===== src/design/sifl_pkg.sv =====
// ----------------------------------------------------------------------------
// Slab index free list: shared package
// Field widths, opcodes, status codes, register indexes and the control word
// format of the microcoded sequencer.
// ----------------------------------------------------------------------------
package sifl_pkg;

	localparam int OP_W      = 2;
	localparam int ADDR_W    = 32;
	localparam int STATUS_W  = 2;
	localparam int USE_W     = 9;
	localparam int COUNT_W   = 9;
	localparam int SIZE_W    = 11;
	localparam int CFG_IDX_W = 2;
	localparam int PC_W      = 4;

	localparam logic [OP_W-1:0] OP_ALLOC  = 2'd0;
	localparam logic [OP_W-1:0] OP_FREE   = 2'd1;
	localparam logic [OP_W-1:0] OP_REINIT = 2'd2;

	localparam logic [STATUS_W-1:0] ST_OK       = 2'd0;
	localparam logic [STATUS_W-1:0] ST_FULL     = 2'd1;
	localparam logic [STATUS_W-1:0] ST_BAD_FREE = 2'd2;

	localparam logic [CFG_IDX_W-1:0] CFG_OBJECT_COUNT = 2'd0;
	localparam logic [CFG_IDX_W-1:0] CFG_OBJECT_SIZE  = 2'd1;
	localparam logic [CFG_IDX_W-1:0] CFG_DATA_BASE    = 2'd2;

	localparam logic [COUNT_W-1:0] COUNT_RESET = 9'd256;
	localparam logic [SIZE_W-1:0]  SIZE_RESET  = 11'd16;

	typedef logic [PC_W-1:0] pc_t;

	typedef enum logic [3:0] {
		ACT_NONE,
		ACT_FETCH,
		ACT_RD_HEAD,
		ACT_MUL,
		ACT_POP,
		ACT_SUB,
		ACT_DIV_INIT,
		ACT_DIV_STEP,
		ACT_PUSH,
		ACT_RINIT,
		ACT_CHAIN,
		ACT_BOOT_CHAIN,
		ACT_SET_FULL,
		ACT_SET_BAD,
		ACT_EMIT
	} act_t;

	typedef enum logic [3:0] {
		C_NEVER,
		C_ALWAYS,
		C_NO_ITEM,
		C_OUT_BUSY,
		C_NOT_ALLOC,
		C_NOT_FREE,
		C_NOT_REINIT,
		C_FULL,
		C_BAD,
		C_DIV_MORE,
		C_CHAIN_MORE,
		C_BOOT_MORE
	} cond_t;

	typedef struct packed {
		act_t  act;
		cond_t hold;
		cond_t jump;
		pc_t   target;
	} ucode_t;

	typedef struct packed {
		logic no_item;
		logic out_busy;
		logic not_alloc;
		logic not_free;
		logic not_reinit;
		logic full;
		logic bad;
		logic div_more;
		logic chain_more;
		logic boot_more;
	} flags_t;

endpackage


===== src/design/sifl_req_if.sv =====
// ----------------------------------------------------------------------------
// Slab index free list: request channel
// Valid/ready channel that carries one operation item into the block.
// ----------------------------------------------------------------------------
interface sifl_req_if import sifl_pkg::*; ();

	logic              valid;
	logic              ready;
	logic [OP_W-1:0]   op;
	logic [ADDR_W-1:0] free_address;

	modport source (output valid, op, free_address, input ready);
	modport sink (input valid, op, free_address, output ready);

endinterface


===== src/design/sifl_rsp_if.sv =====
// ----------------------------------------------------------------------------
// Slab index free list: result channel
// Valid/ready channel that carries one result item out of the block.
// ----------------------------------------------------------------------------
interface sifl_rsp_if import sifl_pkg::*; ();

	logic                valid;
	logic                ready;
	logic [STATUS_W-1:0] status;
	logic [ADDR_W-1:0]   object_address;
	logic [USE_W-1:0]    in_use;

	modport source (output valid, status, object_address, in_use, input ready);
	modport sink (input valid, status, object_address, in_use, output ready);

endinterface


===== src/design/sifl_ram.sv =====
// ----------------------------------------------------------------------------
// Slab index free list: generic RAM
// One write port and one read port with registered read data.
// ----------------------------------------------------------------------------
module sifl_ram #(
	parameter int WIDTH = 8,
	parameter int DEPTH = 256
) (
	input  logic                     clk,
	input  logic                     we,
	input  logic [$clog2(DEPTH)-1:0] waddr,
	input  logic [WIDTH-1:0]         wdata,
	input  logic                     re,
	input  logic [$clog2(DEPTH)-1:0] raddr,
	output logic [WIDTH-1:0]         rdata
);

	logic [WIDTH-1:0] mem [DEPTH];

	always_ff @(posedge clk) begin
		if (we) begin
			mem[waddr] <= wdata;
		end
		if (re) begin
			rdata <= mem[raddr];
		end
	end

endmodule


===== src/design/sifl_seq.sv =====
// ----------------------------------------------------------------------------
// Slab index free list: microcode sequencer
// Step counter and control store. Each step may hold on one condition and
// otherwise jump on another or fall through to the next step.
// ----------------------------------------------------------------------------
module sifl_seq import sifl_pkg::*; (
	input  logic   clk,
	input  logic   arst_n,
	input  flags_t flags,
	output ucode_t uc
);

	localparam pc_t PC_FETCH    = 4'd0;
	localparam pc_t PC_DISPATCH = 4'd1;
	localparam pc_t PC_A_CHECK  = 4'd2;
	localparam pc_t PC_A_POP    = 4'd3;
	localparam pc_t PC_F_SUB    = 4'd4;
	localparam pc_t PC_F_CHECK  = 4'd5;
	localparam pc_t PC_F_DIV    = 4'd6;
	localparam pc_t PC_F_PUSH   = 4'd7;
	localparam pc_t PC_R_CHECK  = 4'd8;
	localparam pc_t PC_R_INIT   = 4'd9;
	localparam pc_t PC_R_CHAIN  = 4'd10;
	localparam pc_t PC_SET_FULL = 4'd11;
	localparam pc_t PC_SET_BAD  = 4'd12;
	localparam pc_t PC_EMIT     = 4'd13;
	localparam pc_t PC_BOOT     = 4'd14;
	localparam pc_t PC_B_CHAIN  = 4'd15;

	pc_t  pc_q;
	pc_t  pc_next;
	logic hold_true;
	logic jump_true;

	function automatic ucode_t rom(input pc_t pc);
		ucode_t w;
		unique case (pc)
			PC_FETCH:    w = '{ACT_FETCH, C_NO_ITEM, C_NEVER, PC_FETCH};
			PC_DISPATCH: w = '{ACT_RD_HEAD, C_NEVER, C_NOT_ALLOC, PC_F_SUB};
			PC_A_CHECK:  w = '{ACT_MUL, C_NEVER, C_FULL, PC_SET_FULL};
			PC_A_POP:    w = '{ACT_POP, C_NEVER, C_ALWAYS, PC_EMIT};
			PC_F_SUB:    w = '{ACT_SUB, C_NEVER, C_NOT_FREE, PC_R_CHECK};
			PC_F_CHECK:  w = '{ACT_DIV_INIT, C_NEVER, C_BAD, PC_SET_BAD};
			PC_F_DIV:    w = '{ACT_DIV_STEP, C_DIV_MORE, C_NEVER, PC_FETCH};
			PC_F_PUSH:   w = '{ACT_PUSH, C_NEVER, C_ALWAYS, PC_EMIT};
			PC_R_CHECK:  w = '{ACT_NONE, C_NEVER, C_NOT_REINIT, PC_EMIT};
			PC_R_INIT:   w = '{ACT_RINIT, C_NEVER, C_NEVER, PC_FETCH};
			PC_R_CHAIN:  w = '{ACT_CHAIN, C_CHAIN_MORE, C_ALWAYS, PC_EMIT};
			PC_SET_FULL: w = '{ACT_SET_FULL, C_NEVER, C_ALWAYS, PC_EMIT};
			PC_SET_BAD:  w = '{ACT_SET_BAD, C_NEVER, C_NEVER, PC_FETCH};
			PC_EMIT:     w = '{ACT_EMIT, C_OUT_BUSY, C_ALWAYS, PC_FETCH};
			PC_BOOT:     w = '{ACT_RINIT, C_NEVER, C_NEVER, PC_FETCH};
			PC_B_CHAIN:  w = '{ACT_BOOT_CHAIN, C_BOOT_MORE, C_ALWAYS, PC_FETCH};
			default:     w = '{ACT_NONE, C_NEVER, C_ALWAYS, PC_FETCH};
		endcase
		return w;
	endfunction

	function automatic logic test(input cond_t c, input flags_t f);
		logic r;
		unique case (c)
			C_NEVER:      r = 1'b0;
			C_ALWAYS:     r = 1'b1;
			C_NO_ITEM:    r = f.no_item;
			C_OUT_BUSY:   r = f.out_busy;
			C_NOT_ALLOC:  r = f.not_alloc;
			C_NOT_FREE:   r = f.not_free;
			C_NOT_REINIT: r = f.not_reinit;
			C_FULL:       r = f.full;
			C_BAD:        r = f.bad;
			C_DIV_MORE:   r = f.div_more;
			C_CHAIN_MORE: r = f.chain_more;
			C_BOOT_MORE:  r = f.boot_more;
			default:      r = 1'b0;
		endcase
		return r;
	endfunction

	assign uc        = rom(pc_q);
	assign hold_true = test(uc.hold, flags);
	assign jump_true = test(uc.jump, flags);

	always_comb begin
		if (hold_true) begin
			pc_next = pc_q;
		end else if (jump_true) begin
			pc_next = uc.target;
		end else begin
			pc_next = pc_t'(pc_q + 1'b1);
		end
	end

	always_ff @(posedge clk or negedge arst_n) begin
		if (!arst_n) begin
			pc_q <= PC_BOOT;
		end else begin
			pc_q <= pc_next;
		end
	end

endmodule


===== src/design/sifl_datapath.sv =====
// ----------------------------------------------------------------------------
// Slab index free list: datapath
// Configuration registers, free list state, next-index table, shift-subtract
// divider, address multiplier and the output register, all driven by the
// control word of the sequencer.
// ----------------------------------------------------------------------------
module sifl_datapath import sifl_pkg::*; #(
	parameter int MAX_OBJECTS = 256
) (
	input  logic                 clk,
	input  logic                 arst_n,
	input  logic                 cfg_we,
	input  logic [CFG_IDX_W-1:0] cfg_index,
	input  logic [ADDR_W-1:0]    cfg_data,
	input  ucode_t               uc,
	output flags_t               flags,
	sifl_req_if.sink             req,
	sifl_rsp_if.source           rsp
);

	localparam int IW = $clog2(MAX_OBJECTS);
	localparam int CW = $clog2(MAX_OBJECTS + 1);
	localparam int LW = IW + SIZE_W;
	localparam int KW = $clog2(IW + 1);
	localparam logic [IW-1:0] MAX_LAST = IW'(MAX_OBJECTS - 1);

	logic [COUNT_W-1:0]  object_count_q;
	logic [SIZE_W-1:0]   object_size_q;
	logic [ADDR_W-1:0]   data_base_q;

	logic [IW-1:0]       head_q;
	logic                empty_q;
	logic [CW-1:0]       used_q;

	logic [OP_W-1:0]     op_q;
	logic [ADDR_W-1:0]   addr_q;
	logic [ADDR_W-1:0]   diff_q;
	logic                lt_q;
	logic [LW-1:0]       lim_q;
	logic [LW-1:0]       rem_q;
	logic [LW-1:0]       dsh_q;
	logic [IW-1:0]       quo_q;
	logic [KW-1:0]       cnt_q;
	logic [IW-1:0]       widx_q;
	logic [LW-1:0]       prod_q;
	logic [STATUS_W-1:0] res_status_q;
	logic [ADDR_W-1:0]   res_addr_q;

	logic                out_valid_q;
	logic [STATUS_W-1:0] out_status_q;
	logic [ADDR_W-1:0]   out_addr_q;
	logic [USE_W-1:0]    out_in_use_q;

	logic [CW-1:0]       n_eff;
	logic [IW-1:0]       n_last;
	logic [LW-1:0]       n_ext;
	logic [LW-1:0]       size_ext;
	logic [LW-1:0]       head_ext;
	logic [IW-1:0]       widx_inc;
	logic                rem_ge;
	logic                accept;
	logic                out_busy;
	logic                emit_fire;

	logic                ram_we;
	logic [IW-1:0]       ram_waddr;
	logic [IW-1:0]       ram_wdata;
	logic                ram_re;
	logic [IW-1:0]       ram_rdata;

	always_comb begin
		if (object_count_q == '0) begin
			n_eff = CW'(1);
		end else if (object_count_q > COUNT_W'(MAX_OBJECTS)) begin
			n_eff = CW'(MAX_OBJECTS);
		end else begin
			n_eff = CW'(object_count_q);
		end
	end

	assign n_last    = IW'(n_eff - CW'(1));
	assign n_ext     = LW'(n_eff);
	assign size_ext  = LW'(object_size_q);
	assign head_ext  = LW'(head_q);
	assign widx_inc  = IW'(widx_q + 1'b1);
	assign rem_ge    = (rem_q >= dsh_q);

	assign req.ready = (uc.act == ACT_FETCH);
	assign accept    = req.valid && req.ready;
	assign out_busy  = out_valid_q && !rsp.ready;
	assign emit_fire = (uc.act == ACT_EMIT) && !out_busy;

	assign rsp.valid          = out_valid_q;
	assign rsp.status         = out_status_q;
	assign rsp.object_address = out_addr_q;
	assign rsp.in_use         = out_in_use_q;

	always_comb begin
		flags.no_item    = !req.valid;
		flags.out_busy   = out_busy;
		flags.not_alloc  = (op_q != OP_ALLOC);
		flags.not_free   = (op_q != OP_FREE);
		flags.not_reinit = (op_q != OP_REINIT);
		flags.full       = (used_q >= n_eff) || empty_q;
		flags.bad        = lt_q || (object_size_q == '0) || (used_q == '0) ||
		                   (diff_q >= ADDR_W'(lim_q));
		flags.div_more   = (cnt_q != '0);
		flags.chain_more = (widx_q != n_last);
		flags.boot_more  = (widx_q != MAX_LAST);
	end

	always_comb begin
		ram_we    = 1'b0;
		ram_waddr = widx_q;
		ram_wdata = widx_inc;
		case (uc.act)
			ACT_PUSH: begin
				ram_we    = 1'b1;
				ram_waddr = quo_q;
				ram_wdata = empty_q ? quo_q : head_q;
			end
			ACT_CHAIN: begin
				ram_we    = 1'b1;
				ram_wdata = (widx_q == n_last) ? widx_q : widx_inc;
			end
			ACT_BOOT_CHAIN: begin
				ram_we    = 1'b1;
				ram_wdata = (widx_q == MAX_LAST) ? widx_q : widx_inc;
			end
			default: begin
				ram_we = 1'b0;
			end
		endcase
	end

	assign ram_re = (uc.act == ACT_RD_HEAD);

	sifl_ram #(
		.WIDTH(IW),
		.DEPTH(MAX_OBJECTS)
	) u_next_index (
		.clk   (clk),
		.we    (ram_we),
		.waddr (ram_waddr),
		.wdata (ram_wdata),
		.re    (ram_re),
		.raddr (head_q),
		.rdata (ram_rdata)
	);

	always_ff @(posedge clk or negedge arst_n) begin
		if (!arst_n) begin
			object_count_q <= COUNT_RESET;
			object_size_q  <= SIZE_RESET;
			data_base_q    <= '0;
			head_q         <= '0;
			empty_q        <= 1'b0;
			used_q         <= '0;
			out_valid_q    <= 1'b0;
		end else begin
			if (cfg_we) begin
				case (cfg_index)
					CFG_OBJECT_COUNT: object_count_q <= cfg_data[COUNT_W-1:0];
					CFG_OBJECT_SIZE:  object_size_q  <= cfg_data[SIZE_W-1:0];
					CFG_DATA_BASE:    data_base_q    <= cfg_data;
					default: begin
					end
				endcase
			end
			case (uc.act)
				ACT_POP: begin
					if (ram_rdata == head_q) begin
						empty_q <= 1'b1;
					end else begin
						head_q <= ram_rdata;
					end
					used_q <= CW'(used_q + 1'b1);
				end
				ACT_PUSH: begin
					head_q  <= quo_q;
					empty_q <= 1'b0;
					used_q  <= CW'(used_q - 1'b1);
				end
				ACT_RINIT: begin
					head_q  <= '0;
					empty_q <= 1'b0;
					used_q  <= '0;
				end
				default: begin
				end
			endcase
			if (emit_fire) begin
				out_valid_q <= 1'b1;
			end else if (rsp.ready) begin
				out_valid_q <= 1'b0;
			end
		end
	end

	always_ff @(posedge clk) begin
		case (uc.act)
			ACT_FETCH: begin
				if (accept) begin
					op_q   <= req.op;
					addr_q <= req.free_address;
				end
				res_status_q <= ST_OK;
				res_addr_q   <= '0;
			end
			ACT_MUL: begin
				prod_q <= LW'(head_ext * size_ext);
			end
			ACT_POP: begin
				res_addr_q <= data_base_q + ADDR_W'(prod_q);
			end
			ACT_SUB: begin
				{lt_q, diff_q} <= {1'b0, addr_q} - {1'b0, data_base_q};
				lim_q          <= LW'(n_ext * size_ext);
			end
			ACT_DIV_INIT: begin
				rem_q <= diff_q[LW-1:0];
				dsh_q <= LW'(size_ext << (IW - 1));
				quo_q <= '0;
				cnt_q <= KW'(IW - 1);
			end
			ACT_DIV_STEP: begin
				if (rem_ge) begin
					rem_q <= rem_q - dsh_q;
				end
				quo_q <= IW'({quo_q, rem_ge});
				dsh_q <= dsh_q >> 1;
				cnt_q <= KW'(cnt_q - 1'b1);
			end
			ACT_RINIT: begin
				widx_q <= '0;
			end
			ACT_CHAIN, ACT_BOOT_CHAIN: begin
				widx_q <= widx_inc;
			end
			ACT_SET_FULL: begin
				res_status_q <= ST_FULL;
			end
			ACT_SET_BAD: begin
				res_status_q <= ST_BAD_FREE;
			end
			ACT_EMIT: begin
				if (!out_busy) begin
					out_status_q <= res_status_q;
					out_addr_q   <= res_addr_q;
					out_in_use_q <= USE_W'(used_q);
				end
			end
			default: begin
			end
		endcase
	end

endmodule


===== src/design/slab_index_free_list.sv =====
// ----------------------------------------------------------------------------
// Slab index free list: top level
// Allocates and frees fixed-size objects of one slab from a linked free list.
// ----------------------------------------------------------------------------
// The req channel takes one item at a time: op 0 allocates, op 1 frees the
// object at free_address, op 2 rebuilds the free list, op 3 does nothing.
// Every item gives exactly one item on the rsp channel with a status, the
// allocated address and the number of objects in use afterwards.
// The registers object_count, object_size and data_base are written through
// cfg_we, cfg_index and cfg_data; the user must write them only while no
// item is in flight, as the block itself does not enforce this.
// A free runs the shift-subtract divider, one quotient bit per cycle, and a
// rebuild chains the table entries of the n configured objects, one entry
// written per cycle.
// req.ready rises again at the same edge that raises rsp.valid.
// After reset the control store chains all MAX_OBJECTS table entries,
// one per cycle, before req.ready first rises.
// The result sits in an output register; an item is still accepted while
// rsp stalls, and its result waits until the register is free.
// ----------------------------------------------------------------------------
module slab_index_free_list import sifl_pkg::*; #(
	parameter int MAX_OBJECTS = 256
) (
	input  logic                 clk,
	input  logic                 arst_n,
	input  logic                 cfg_we,
	input  logic [CFG_IDX_W-1:0] cfg_index,
	input  logic [ADDR_W-1:0]    cfg_data,
	sifl_req_if.sink             req,
	sifl_rsp_if.source           rsp
);

	ucode_t uc;
	flags_t flags;

	sifl_seq u_seq (
		.clk    (clk),
		.arst_n (arst_n),
		.flags  (flags),
		.uc     (uc)
	);

	sifl_datapath #(
		.MAX_OBJECTS(MAX_OBJECTS)
	) u_datapath (
		.clk       (clk),
		.arst_n    (arst_n),
		.cfg_we    (cfg_we),
		.cfg_index (cfg_index),
		.cfg_data  (cfg_data),
		.uc        (uc),
		.flags     (flags),
		.req       (req),
		.rsp       (rsp)
	);

	assert property (@(posedge clk) disable iff (!arst_n)
		req.valid && req.ready |=> !req.ready)
		else $error("A second item was accepted while one was in flight.");

	assert property (@(posedge clk) disable iff (!arst_n)
		uc.act == ACT_EMIT && !flags.out_busy |=> rsp.valid)
		else $error("A finished result did not reach the output register.");

	assert property (@(posedge clk) disable iff (!arst_n)
		rsp.valid |-> rsp.in_use <= USE_W'(MAX_OBJECTS))
		else $error("The count in use exceeds the slab capacity.");

	assert property (@(posedge clk) disable iff (!arst_n)
		rsp.valid && rsp.status != ST_OK |-> rsp.object_address == '0)
		else $error("A failed item carries a nonzero address.");

endmodule

===== src/flat_wrapper.sv =====
// flat-port wrapper written by rule: the top's interface ports become plain ports
module slab_index_free_list_flat import sifl_pkg::*;
#(
	parameter int MAX_OBJECTS = 256
)
  (clk, arst_n, cfg_we, cfg_index, cfg_data, req_valid, req_op, req_free_address, req_ready, rsp_valid, rsp_status, rsp_object_address, rsp_in_use, rsp_ready);
  sifl_req_if req_i ();
  sifl_rsp_if rsp_i ();
  input  logic clk;
  input  logic arst_n;
  input  logic cfg_we;
  input  logic [CFG_IDX_W-1:0] cfg_index;
  input  logic [ADDR_W-1:0] cfg_data;
  input wire logic [$bits(req_i.valid)-1:0] req_valid;
  input wire logic [$bits(req_i.op)-1:0] req_op;
  input wire logic [$bits(req_i.free_address)-1:0] req_free_address;
  output wire logic [$bits(req_i.ready)-1:0] req_ready;
  output wire logic [$bits(rsp_i.valid)-1:0] rsp_valid;
  output wire logic [$bits(rsp_i.status)-1:0] rsp_status;
  output wire logic [$bits(rsp_i.object_address)-1:0] rsp_object_address;
  output wire logic [$bits(rsp_i.in_use)-1:0] rsp_in_use;
  input wire logic [$bits(rsp_i.ready)-1:0] rsp_ready;
  assign req_i.valid = req_valid;
  assign req_i.op = req_op;
  assign req_i.free_address = req_free_address;
  assign req_ready = req_i.ready;
  assign rsp_valid = rsp_i.valid;
  assign rsp_status = rsp_i.status;
  assign rsp_object_address = rsp_i.object_address;
  assign rsp_in_use = rsp_i.in_use;
  assign rsp_i.ready = rsp_ready;
  slab_index_free_list #(.MAX_OBJECTS(MAX_OBJECTS)) u_core (.clk(clk), .arst_n(arst_n), .cfg_we(cfg_we), .cfg_index(cfg_index), .cfg_data(cfg_data), .req(req_i), .rsp(rsp_i));
endmodule

===== config.mk =====
export PLATFORM = sky130hd
export DESIGN_NAME = slab_index_free_list_flat
export DESIGN_NICKNAME = d
export VERILOG_FILES = /design/src/design/sifl_pkg.sv /design/src/design/sifl_req_if.sv /design/src/design/sifl_rsp_if.sv /design/src/design/sifl_ram.sv /design/src/design/sifl_seq.sv /design/src/design/sifl_datapath.sv /design/src/design/slab_index_free_list.sv /design/src/flat_wrapper.sv
export SDC_FILE = /design/constraint.sdc
export NUM_CORES = 2
export LEC_CHECK = 0
export BUFFER_PORTS_ARGS = -buffer_cell sky130_fd_sc_hd__buf_2
export CORE_MARGIN = 2
export CORE_UTILIZATION = 50
export CTS_BUF_LIST = sky130_fd_sc_hd__clkbuf_16
export CTS_CLUSTER_DIAMETER = 30
export DETAILED_ROUTE_END_ITERATION = 7
export PLACE_DENSITY_LB_ADDON = 0.3
export SYNTH_ARGS = -nofsm -noshare
export SYNTH_HDL_FRONTEND = slang
export SYNTH_SLANG_ARGS = --single-unit

===== constraint.sdc =====
create_clock -name clk -period 19.2 [get_ports clk]
set_input_delay 0.96 -clock clk [delete_from_list [all_inputs] [get_ports clk]]
set_output_delay 0.96 -clock clk [all_outputs]
set_load 0.02 [all_outputs]

==> out/results.tsv <==
metric	value	unit
status	completed	
async_flop_share	3.16	%
clkTransAtPathRegs	0.05	ns
dp.cells	8119	
hold_class	primary input to flop	
worstHoldStart	req_free_address[16]	
yosys.area_share.simple	4.43	%
cts-root-buf	clkbuf_16	
vdd_drop_max	0.322	mV
cp.required	19.81	ns
synth_compound_area_share	2.76	%
r2r_start	u_core.u_datapath.object_count_q[8]$_DFFE_PN1P_	
grt_max_degree	197	
cts_buffers	439	
startpoint	u_core.u_datapath.object_count_q[8]$_DFFE_PN1P_	
ys_seq_area_share	69.3	%
crit_path_start_kind	flop	
grt_pass1_vias	54889	
place_congestion	0.870	
antenna_found_initial	2	
power.leakage	41.1	nW
gr-usage-all-layers	23.5	%
drc	0	
clkSinkCount	2370	
synth-seq-cells	2370	
detailedRoute.firstPassIterationCount	5	
fp-row-count	165	
finalCritPeriodShare	35.5	%
io_pins	118	
synth_fa_ha_area_share	4.72	%
coreArea	203000	um2
slew_violations	0	
postCtsSetupBuffers	0	
n_fill_cell	14104	
power.density	195	nW/um2
post-dp-hpwl	146000	um
fmaxAchievable	147	MHz
die_h	456	um
drt_wl_total	244000	um
finalSetupViolCount	0	
clk_latency	0.98	ns
avgViaCountPerCell	6.05	
cts_tree	done	
post-route-util	59.8	%
synth.avg_cell_area	18.5	um2
synth-edff-count	2295	
tightest_slew	1.28	ns
timing_hold_violations_final	0	
drt-wirelength-per-cell	27.4	um
rsz0062_at_grt	no	
ys_types	75	
grt-ovfl-total	0	
vias	53982	
synthesis.instances	5534	
clk_path_buf_depth	4	
die_w	456	um
final_cells	8926	
grt_pass1_wl	365000	um
drtAntennaViolNets	0	
area_delta_synth_final	18.5	%
cap_violations	0	
power.total	0.0236	W
htreeDepth	5	
synth_ff_type	edfxtp_1	
first_iter_violations	5953	
cp.arrival	7.43	ns
fp.dieArea	208000	um2
whs	0.195	ns
clock_skew	0.108	ns
syn_area	102000	um2
fin_crit	6.82	ns
slew_headroom	14.5	%
io_buffers	117	
cp_max_fo	92	
muxShareOfSynthArea	15.5	%
crit_path_end_kind	flop	
syn_nets	5920	
nNetsFinal	6275	
synth_top_family_by_area	multiplexers	
drive_above_1_share	27.2	%
critical_path_class	flop to flop	
synth_xor_xnor_area_share	1.11	%
finalSetupTns	0	ns
start_util	50.4	%
yosysWarningCount	0	
## per-layer routing
layer  global-route usage [%]  wire length (um)  up-vias
met3                     4.61             20800      457
met2                     36.8            117000     2661
li1                         -                 -    22711
met5                        0                 0        -
met4                     7.43              6750        0
met1                     33.6             99700    28153
## critical path: stages (launching register included)
cell and delay, ns:
dfstp_2 0.79, clkinv_1 0.33, a32o_1 0.50, inv_1 0.13, ha_1 0.26, nand2_1 0.08
mux2_2 0.27, o22ai_1 0.16, xor2_1 0.18, nand4_1 0.20, nor2_1 0.51, o21ai_0 0.28
a21oi_4 0.19, buf_4 0.67, buf_4 0.81, buf_4 0.79
## logic make-up after synthesis
kind of cell	Yosys count
buffers and inverters	543
adders and majority gates	313
xor gates and xnor gates	130
muxes	739
AOI/OAI and AO/OA	441
DFF	2370
and+or+nand+nor	998
## state kept, by name, indices dropped and copies added (netlist names), 9 cells and up
signal                                count
u_core.u_datapath.addr_q                 32
u_core.u_datapath.data_base_q            32
u_core.u_datapath.diff_q                 32
u_core.u_datapath.dsh_q                  18
u_core.u_datapath.lim_q                  19
u_core.u_datapath.object_count_q          9
u_core.u_datapath.object_size_q          11
u_core.u_datapath.prod_q                 19
u_core.u_datapath.rem_q                  19
u_core.u_datapath.res_addr_q             32
u_core.u_datapath.rsp.in_use              9
u_core.u_datapath.rsp.object_address     32
u_core.u_datapath.u_next_index.mem     2048
u_core.u_datapath.used_q                  9
## Yosys cell counts (44+ instances only)
| cell | n | area share [%] |
|---|---|---|
| dfrtp_1 | 70 | 1.7 |
| fa_1 | 121 | 2.4 |
| edfxtp_1 | 2295 | 67 |
| xnor2_1 | 93 | 0.80 |
| buf_2 | 66 | 0.32 |
| nor2_1 | 408 | 1.5 |
| mux4_2 | 672 | 15 |
| ha_1 | 192 | 2.4 |
| clkbuf_1 | 178 | 0.65 |
| a21o_1 | 44 | 0.32 |
| o21ai_0 | 108 | 0.53 |
| nand2_1 | 255 | 0.94 |
| a21oi_1 | 121 | 0.59 |
| inv_1 | 260 | 0.96 |
| and2_1 | 105 | 0.64 |
| mux2_2 | 54 | 0.60 |
## worst paths after layout
path | to | slack [ns] | cells past startpoint
worst max-delay path | u_core.u_datapath.u_next_index.mem[52][0]$_DFFE_PP_ | 12.38 | 15
min in group asynchronous | u_core.u_datapath.data_base_q[3]$_DFFE_PN0P_ | 0.56 | 2
max in group asynchronous | u_core.u_datapath.head_q[4]$_DFFE_PN0P_ | 17.56 | 3
worst min-delay path | u_core.u_datapath.addr_q[16]$_DFFE_PP_ | 0.20 | 1
worst max register to register | u_core.u_datapath.u_next_index.mem[52][0]$_DFFE_PP_ | 12.38 | 15
worst min register to register | u_core.u_datapath.rsp.object_address[26]$_DFFE_PP_ | 0.41 | 0
## per-stage QoR
stage	cell area, um2	setup WS [ns]
global placement	106000	12.74
CTS	121000	12.53
global route	121000	11.98
detailed placement	106000	12.52
floorplan	102000	3.24
finish	121000	12.38
## area by class of cell
cell class                      count  area [um2]  share of cell area (%)
Tap cell                         2672        3340                    2.76
Timing Repair Buffer              194        1280                    1.06
Antenna cell                        2        5.00                 0.00414
Clock buffer                      449       11200                    9.28
Sequential cell                  2370       70800                    58.5
Clock inverter                    355        4010                    3.31
Multi-Input combinational cell   2621       29400                    24.3
Inverter                          263         987                   0.816
## layout by cell type (no fill, tap or decap), types with 13 or more instances in the layout
cell and instances:
a21o_1 44, a21oi_1 116, a22oi_1 18, a31oi_1 18, and2_1 105, and3_1 29, buf_2 116, buf_4 68
bufinv_16 75, clkbuf_16 449, clkinv_1 61, clkinv_2 60, clkinv_4 27, clkinvlp_4 56, dfrtp_1 64, edfxtp_1 2295
fa_1 121, ha_1 192, inv_1 294, inv_6 37, mux2_2 54, mux2i_1 13, mux4_2 672, nand2_1 250
nand2b_1 15, nand3_1 35, nor2_1 407, nor2b_1 28, nor3_1 33, nor4_1 13, o21a_1 19, o21ai_0 107
or2_2 23, or3_1 14, xnor2_1 93, xor2_1 37
## repair_timing
item / 4_1_cts / 5_1_grt
endpoints found under the hold margin: 14 / 0
resized for setup: 0 / 0
hold buffers: 1 / 0
## power breakdown
| part | leakage, nW | internal [W] | total [W] | switching (W) |
|---|---|---|---|---|
| Sequential | 21.6 | 0.00783 | 0.00812 | 0.000295 |
| Clock | 7.45 | 0.00525 | 0.00786 | 0.00261 |
| Combinational | 12.0 | 0.00263 | 0.00766 | 0.00502 |
(Power assumes the default switching activity.)
